$ cat src/hdl/assert_macros.svh
// assertion macros used by the top level rtl file
`ifndef ASSERT_MACROS_SVH
`define ASSERT_MACROS_SVH

// implication checked at every clock edge outside reset
`define ASSERT_IMPLY(label, ante, cons, msg) \
    label: assert property (@(posedge aclk) disable iff (!aresetn) (ante) |-> (cons)) \
        else $error(msg);

// condition that holds at every clock edge outside reset
`define ASSERT_ALWAYS(label, cond, msg) \
    label: assert property (@(posedge aclk) disable iff (!aresetn) (cond)) else $error(msg);

`endif

$ cat src/hdl/pse_div_cell.sv
// one restoring divider cell: produces one quotient bit and hands on
`timescale 1ns / 1ps

module pse_div_cell #(
    parameter int DW = 32,
    parameter int VW = 8,
    parameter int PW = 1
) (
    input  logic          aclk,
    input  logic          aresetn,
    input  logic          en,
    input  logic          in_valid,
    input  logic [VW-1:0] in_rem,
    input  logic [DW-1:0] in_work,
    input  logic [VW-1:0] in_div,
    input  logic [PW-1:0] in_pay,
    output logic          out_valid,
    output logic [VW-1:0] out_rem,
    output logic [DW-1:0] out_work,
    output logic [VW-1:0] out_div,
    output logic [PW-1:0] out_pay
);

    logic          valid_reg;
    logic [VW-1:0] rem_reg, rem_next;
    logic [DW-1:0] work_reg, work_next;
    logic [VW-1:0] div_reg;
    logic [PW-1:0] pay_reg;
    logic [VW:0]   trial;
    logic [VW:0]   diff;
    logic          ge;

    always_comb begin
        trial     = {in_rem, in_work[DW-1]};
        diff      = trial - {1'b0, in_div};
        ge        = trial >= {1'b0, in_div};
        rem_next  = ge ? diff[VW-1:0] : trial[VW-1:0];
        // dividend bits shift out the top, quotient bits shift in below
        work_next = {in_work[DW-2:0], ge};
    end

    always_ff @(posedge aclk) begin
        if (!aresetn) begin
            valid_reg <= 1'b0;
        end else if (en) begin
            valid_reg <= in_valid;
        end
    end

    always_ff @(posedge aclk) begin
        if (en) begin
            rem_reg  <= rem_next;
            work_reg <= work_next;
            div_reg  <= in_div;
            pay_reg  <= in_pay;
        end
    end

    assign out_valid = valid_reg;
    assign out_rem   = rem_reg;
    assign out_work  = work_reg;
    assign out_div   = div_reg;
    assign out_pay   = pay_reg;

endmodule

$ cat src/hdl/pse_div_chain.sv
// row of divider cells, one quotient bit per cell, msb first
`timescale 1ns / 1ps

module pse_div_chain #(
    parameter int DW = 32,
    parameter int VW = 8,
    parameter int PW = 1
) (
    input  logic          aclk,
    input  logic          aresetn,
    input  logic          en,
    input  logic          in_valid,
    input  logic [DW-1:0] dividend,
    input  logic [VW-1:0] divisor,
    input  logic [PW-1:0] in_pay,
    output logic          out_valid,
    output logic [DW-1:0] quotient,
    output logic [PW-1:0] out_pay
);

    logic          valid_w [0:DW];
    logic [VW-1:0] rem_w   [0:DW];
    logic [DW-1:0] work_w  [0:DW];
    logic [VW-1:0] div_w   [0:DW];
    logic [PW-1:0] pay_w   [0:DW];

    assign valid_w[0] = in_valid;
    assign rem_w[0]   = '0;
    assign work_w[0]  = dividend;
    assign div_w[0]   = divisor;
    assign pay_w[0]   = in_pay;

    for (genvar i = 0; i < DW; i++) begin : g_cell
        pse_div_cell #(.DW(DW), .VW(VW), .PW(PW)) u_cell (
            .aclk     (aclk),
            .aresetn  (aresetn),
            .en       (en),
            .in_valid (valid_w[i]),
            .in_rem   (rem_w[i]),
            .in_work  (work_w[i]),
            .in_div   (div_w[i]),
            .in_pay   (pay_w[i]),
            .out_valid(valid_w[i+1]),
            .out_rem  (rem_w[i+1]),
            .out_work (work_w[i+1]),
            .out_div  (div_w[i+1]),
            .out_pay  (pay_w[i+1])
        );
    end

    assign out_valid = valid_w[DW];
    assign quotient  = work_w[DW];
    assign out_pay   = pay_w[DW];

endmodule
$ cat config.mk
export PLATFORM = sky130hd
export DESIGN_NAME = pse_div_chain
export DESIGN_NICKNAME = d
export VERILOG_FILES = /design/src/hdl/assert_macros.svh /design/src/hdl/pse_div_cell.sv /design/src/hdl/pse_div_chain.sv
export SDC_FILE = /design/constraint.sdc
export NUM_CORES = 2
export LEC_CHECK = 0
export ABC_AREA = 0
export BUFFER_PORTS_ARGS = -buffer_cell sky130_fd_sc_hd__buf_2
export CAP_MARGIN = 30
export CELL_PAD_IN_SITES_DETAIL_PLACEMENT = 1
export CELL_PAD_IN_SITES_GLOBAL_PLACEMENT = 1
export CORE_ASPECT_RATIO = 0.75
export CORE_MARGIN = 2
export CORE_UTILIZATION = 45
export CTS_BUF_LIST = sky130_fd_sc_hd__clkbuf_16
export CTS_CLUSTER_SIZE = 14
export DETAILED_ROUTE_END_ITERATION = 6
export PLACE_DENSITY = 0.66
export SYNTH_ARGS = -nofsm -noshare
export SYNTH_HDL_FRONTEND = slang
export SYNTH_SLANG_ARGS = --single-unit
$ cat constraint.sdc
create_clock -name aclk -period 5.65 [get_ports aclk]
set_input_delay 0.2825 -clock aclk [delete_from_list [all_inputs] [get_ports aclk]]
set_output_delay 0.2825 -clock aclk [all_outputs]
set_load 0.02 [all_outputs]
After elaboration in Yosys (flattened, before gate mapping)
Index checks and enable logic that the tools add are counted.
{"block": "totals", "input_bits": 45, "output_inout_bits": 34, "ff_bits": 1584, "wordCells": 253}
{"block": "op_classes", "mux": 31, "magnitude_cmp": 32, "addsub": 31}
{"operator": ">= comparator 9 x 8 -> 1 bit", "count": 31}
{"operator": "two-way mux 8 bit", "count": 30}
{"operator": "subtractor 8 bit", "count": 30}
{"operator": ">= comparator 1 x 8 -> 1 bit", "count": 1}
{"operator": "subtractor 1 x 8 -> 8 bit", "count": 1}
{"operator": "two-way mux 1 bit", "count": 1}

Depth between registers and ports, before layout
{"block": "logic_depth", "depth_word": 2, "mapped_depth": 9, "mapped_depth_nobuf": 9}

Modules after synthesis
From an unflattened synthesis, not the netlist that was laid out.
{"block": "unflattened", "cells_unflattened": 3819, "area_unflattened_um2": 65123.7}
{"mod": "pse_div_cell (g_cell[18].u_cell ...)", "n_inst": 18, "seq_area_each_um2": 1491.4, "area_per_inst_um2": 2026.9, "cells_each": 120}
{"mod": "pse_div_cell (g_cell[0].u_cell ...)", "n_inst": 11, "seq_area_each_um2": 1491.4, "area_per_inst_um2": 2047.0, "cells_each": 118}
{"mod": "pse_div_cell (g_cell[17].u_cell ...)", "n_inst": 2, "seq_area_each_um2": 1491.4, "area_per_inst_um2": 2037.0, "cells_each": 120}
{"mod": "pse_div_cell (g_cell[28].u_cell)", "n_inst": 1, "seq_area_each_um2": 1491.4, "area_per_inst_um2": 2044.5, "cells_each": 120}
{"mod": "pse_div_chain", "n_inst": 1, "seq_area_each_um2": 0.0, "area_per_inst_um2": 3.8, "cells_each": 1}

Worst setup path after synthesis
No wires, ideal clock.
{"block": "synth_timing", "kind": "register -> register", "start": "register g_cell[17].u_cell.div_reg[1]", "end": "register g_cell[18].u_cell.rem_reg[2] (data pin)", "setup_slack_ps": 3476, "required_ps": 5390, "t_arrival_ps": 1915, "path_buffers": 1, "setup_time_ps": 260, "period_less_slack_ps": 2174, "path_stages_with_launch": 10, "path_cell_list": "edfxtp_1 -> inv_1 -> ha_1 -> nor2b_1 -> o2111ai_1 -> nand3b_1 -> a31oi_1 -> o21a_1 -> buf_4 -> mux2_2"}
{"block": "synth_between", "elab_chain_cells": 2, "elab_cells_between_ends": 3, "classes_between": "1 x add/sub; 1 x order compare; 1 x mux"}
{"element": "from (decl)", "line_no": "pse_div_cell.sv:27", "text": "logic [VW-1:0] div_reg;"}
{"element": "from (signal assigned)", "line_no": "pse_div_cell.sv:54", "text": "div_reg <= in_div;"}
{"element": "subtractor 8 bit or >= comparator 9 x 8 -> 1 bit (tied branches)", "line_no": "pse_div_cell.sv:35, pse_div_cell.sv:36"}
{"element": "two-way mux 8 bit (*)", "line_no": "pse_div_cell.sv:37", "text": "rem_next = ge ? diff[VW-1:0] : trial[VW-1:0];"}
{"element": "named net g_cell[18].u_cell.rem_next[2]", "line_no": "pse_div_cell.sv:25", "text": "logic [VW-1:0] rem_reg, rem_next;"}
{"element": "to (signal assigned)", "line_no": "pse_div_cell.sv:52", "text": "rem_reg <= rem_next;"}
{"element": "to (decl)", "line_no": "pse_div_cell.sv:25"}
Mark *: on every way through the listed nets, which the timed path passes. The rest lies on a longest branch.
A chain may end at the register's enable or synchronous reset.

Worst setup path after layout
{"block": "layout_timing", "start": "register g_cell[17].u_cell.div_reg[1]", "end": "register g_cell[18].u_cell.rem_reg[5] (data pin)"}
The elaborated chain is that of the path after synthesis.

==> flow_metrics.env <==
export IMPL_rr_startpoint="g_cell[17].u_cell.out_div[1]"
export IMPL_pin_count=79
export IMPL_cp_arrival_ns=3.18
export IMPL_synth_net_count=4009
export IMPL_min_path_type="input pin to flop"
export IMPL_multi_input_area_sq_um=12670
export IMPL_syn_inst=3684
export IMPL_synth_seq_cells=1584
export IMPL_path_class="flop to flop"
export IMPL_tns_ns=0
export IMPL_power_density_nw_per_um2=479.7
export IMPL_peakVddDrop_v=0.0002841
export IMPL_timing_reg2reg_setup_slack_ns=2.99
export IMPL_post_cts_repair_setup_buffers=0
export IMPL_yosys_area_top_type_share_pct=75.70
export IMPL_cts_max_level=4
export IMPL_synth_distinct_cells=50
export IMPL_rsz0062_at_grt="no"
export IMPL_async_reset_ff_share_pct=0
export IMPL_cp_start_kind="flop"
export IMPL_clock_latency_ns=0.79
export IMPL_fin_crit_ns=2.657
export IMPL_critPathRequiredTime_ns=6.17
export IMPL_synth_flop_cell="edfxtp_1"
export IMPL_finalClockSkew_ns=0.03282
export IMPL_critPathTopFamily="compound AO/OA/AOI/OAI gates"
export IMPL_finalMaxSlewViolations=0
export IMPL_overflow=0
export IMPL_fillers=12580
export IMPL_drive_above_1_share_pct=11.81
export IMPL_via_per_inst=4.955
export IMPL_hold_viol=0
export IMPL_synth_warnings=0
export IMPL_cts_root_buf="clkbuf_16"
export IMPL_outcome="complete, no violations"
export IMPL_ctsResizeCount=0
export IMPL_core_area_sq_um=135700
export IMPL_dpl_worst_slack_ns=3.054
export IMPL_synth_edff_count=1552
export IMPL_seqCellArea_sq_um=47250
export IMPL_fmax_mhz=376.4
export IMPL_wl_per_cell_um=16.53
export IMPL_layout_setup_ws_ns=2.993
export IMPL_post_route_drc_count=0
export IMPL_rows=117
export IMPL_cts_buffers_inserted=157
export IMPL_grt_pass1_wl_um=159400
export IMPL_power_leakage_nw=26.21
export IMPL_hold_depth=2
export IMPL_finalCritPeriodShare_pct=47.02
export IMPL_max_cap_violations=0
export IMPL_die_h_um=324.3
export IMPL_relSlewSlack_pct=28.66
export IMPL_synthesis_area_sq_um=61570
export IMPL_globalplace_congestion=0.8010
export IMPL_yosysMostFrequentCell="edfxtp_1"
export IMPL_die_x_um=431.1
export IMPL_max_slew_worst_pin_slew_ns=1.070
export IMPL_drt_iter0_drc=1681
export IMPL_num_nets_final=4279
export IMPL_cp_end_kind="flop"
export IMPL_clockBufferDepth=3
export IMPL_min_delay_start="dividend[26]"
export IMPL_antenna_found_initial=1
export IMPL_slowest_stage="o21a_1"
export IMPL_r2r_cells=8
export IMPL_portBuffers=78
export IMPL_synth_area_leaders="edfxtp_1 (76%), ha_1 (5.1%), inv_1 (2.4%)"
export IMPL_cts_tree="yes"
export IMPL_cp_max_fo=9
export IMPL_r2r_end="g_cell[18].u_cell.out_rem[5]"
export IMPL_synth_top_cell_by_area="edfxtp_1"
export IMPL_setup_viol=0
export IMPL_cts_hold_buf=45
export IMPL_seq_area_frac_synth_pct=76.74
export IMPL_hold_end="g_cell[0].u_cell.out_work[27]"
export IMPL_syn_to_final_growth_pct=13.66
export IMPL_drt_total_wl_um=97010
export IMPL_drtAntennaViolNets=0
export IMPL_clk_pin_slew_worst_paths_ns=0.07
export IMPL_place_hpwl_um=60800
export IMPL_avgSynthCellArea_sq_um=16.71
export IMPL_crit_path_cell_trace="inv_1 -> ha_1 -> nor2b_1 -> o2111ai_1 -> nand3b_1 -> a31oi_1 -> o21a_1 -> mux2_2"
export IMPL_grt_start_max_net_pins=177
export IMPL_fp_dieArea_sq_um=139800
export IMPL_slowest_delay_ns=0.43
export IMPL_start_util_pct=45.37
export IMPL_synthTopCellsByCount="edfxtp_1 (1552), inv_1 (395), ha_1 (250)"
export IMPL_crit_buf_inv=1
export IMPL_grt_pass1_vias=30050
export IMPL_cts_sinks=1584
export IMPL_drt_pass1_iter_count=5
export IMPL_gr_usage_all_layers_pct=14.09
export IMPL_vias=29080
-- per-layer routing --
metal / vias up / track usage (%) / routed length [um]
met4: 0 / 4.508 / 2161
met5: - / 0 / 0
met3: 169 / 3.041 / 3338
li1: 14250 / - / -
met1: 14350 / 20.85 / 49170
met2: 305 / 20.82 / 42340
-- power breakdown --
part,internal [mW],switching (mW),total (mW)
combinational,3.28,4.07,7.35
clock,5.94,4.50,10.4
sequential,15.1,0.697,15.8
total,24.3,9.27,33.6
-- area by class of cell --
| class | instances | area share, % |
|---|---|---|
| clock buffer | 158 | 5.650 |
| clock inverter | 130 | 1.868 |
| tap | 1785 | 3.192 |
| multi-input combinational | 1674 | 18.10 |
| inverter | 395 | 2.119 |
| sequential | 1584 | 67.52 |
| antenna | 1 | 0.003576 |
| timing repair buffer | 142 | 1.552 |
-- worst register-to-register path, delay by kind of cell (launching register included) --
| family | cells | cell delay (ns) |
|---|---|---|
| AO/OA/AOI/OAI | 3 | 0.91 |
| flip-flops | 1 | 0.40 |
| multiplexers | 1 | 0.38 |
| AND/OR/NAND/NOR | 2 | 0.33 |
| adder cells (fa/ha/maj) | 1 | 0.30 |
| buffers and inverters | 1 | 0.06 |
-- sequential cells by signal, summed over array words and instances (netlist names) --
signal and flops:
g_cell.u_cell.out_work 1024, g_cell.u_cell.out_div 248, g_cell.u_cell.out_rem 248, g_cell.u_cell.out_pay 32, g_cell.u_cell.out_valid 32
-- stage by stage --
stage	utilization [%]	area, sq um	power (mW)	std cells	hold slack, ns
6_report	51.57	69980	33.57	5869	0.1946
2_1_floorplan	-	61570	21.35	3684	0.3814
5_1_grt	51.56	69970	35.56	5868	0.1389
3_5_place_dp	47.36	64260	23.32	5535	0.4052
4_1_cts	51.56	69970	34.06	5868	0.1134
3_3_place_gp	47.36	64260	23.02	5535	0.4004
-- cell usage in the layout, fill, tap and decap left out, types with 49 or more instances in the layout --
cell type     n
a21oi_1     199
xnor2_1      74
nand2_1      75
nor2_1      208
mux2_2       70
edfxtp_1   1552
a31o_2       57
inv_1       431
mux2i_1      49
nand2b_1     57
a21boi_0     50
ha_1        250
clkbuf_16   158
o21ai_0     114
nor2b_1      73
buf_2        77
-- worst max path at each step --
stage | startpoint | to | slack [ns] | depth (start not counted)
3_5_place_dp | g_cell[17].u_cell.out_div[1] | g_cell[18].u_cell.out_rem[5] | 3.05 | 8
4_1_cts | g_cell[17].u_cell.out_div[1] | g_cell[18].u_cell.out_rem[5] | 2.99 | 8
6_report | g_cell[17].u_cell.out_div[1] | g_cell[18].u_cell.out_rem[5] | 2.99 | 8
5_1_grt | g_cell[17].u_cell.out_div[1] | g_cell[18].u_cell.out_rem[7] | 2.83 | 8
2_1_floorplan | g_cell[17].u_cell.out_div[1] | g_cell[18].u_cell.out_rem[2] | 3.48 | 9
3_3_place_gp | g_cell[17].u_cell.out_div[1] | g_cell[18].u_cell.out_rem[7] | 3.17 | 8
-- cell families (layout without fill, tap and decap cells) --
group	Yosys count	after routing	synth area share, %
mux	120	120	2.095
xor+xnor	111	111	1.579
buf+inv	426	825	2.687
simple gates	545	545	4.394
compound gates	618	618	6.449
fa+ha+maj	280	280	6.056
flops	1584	1584	76.74
other cells	0	1	0
Power figures use the tool's default switching activity.
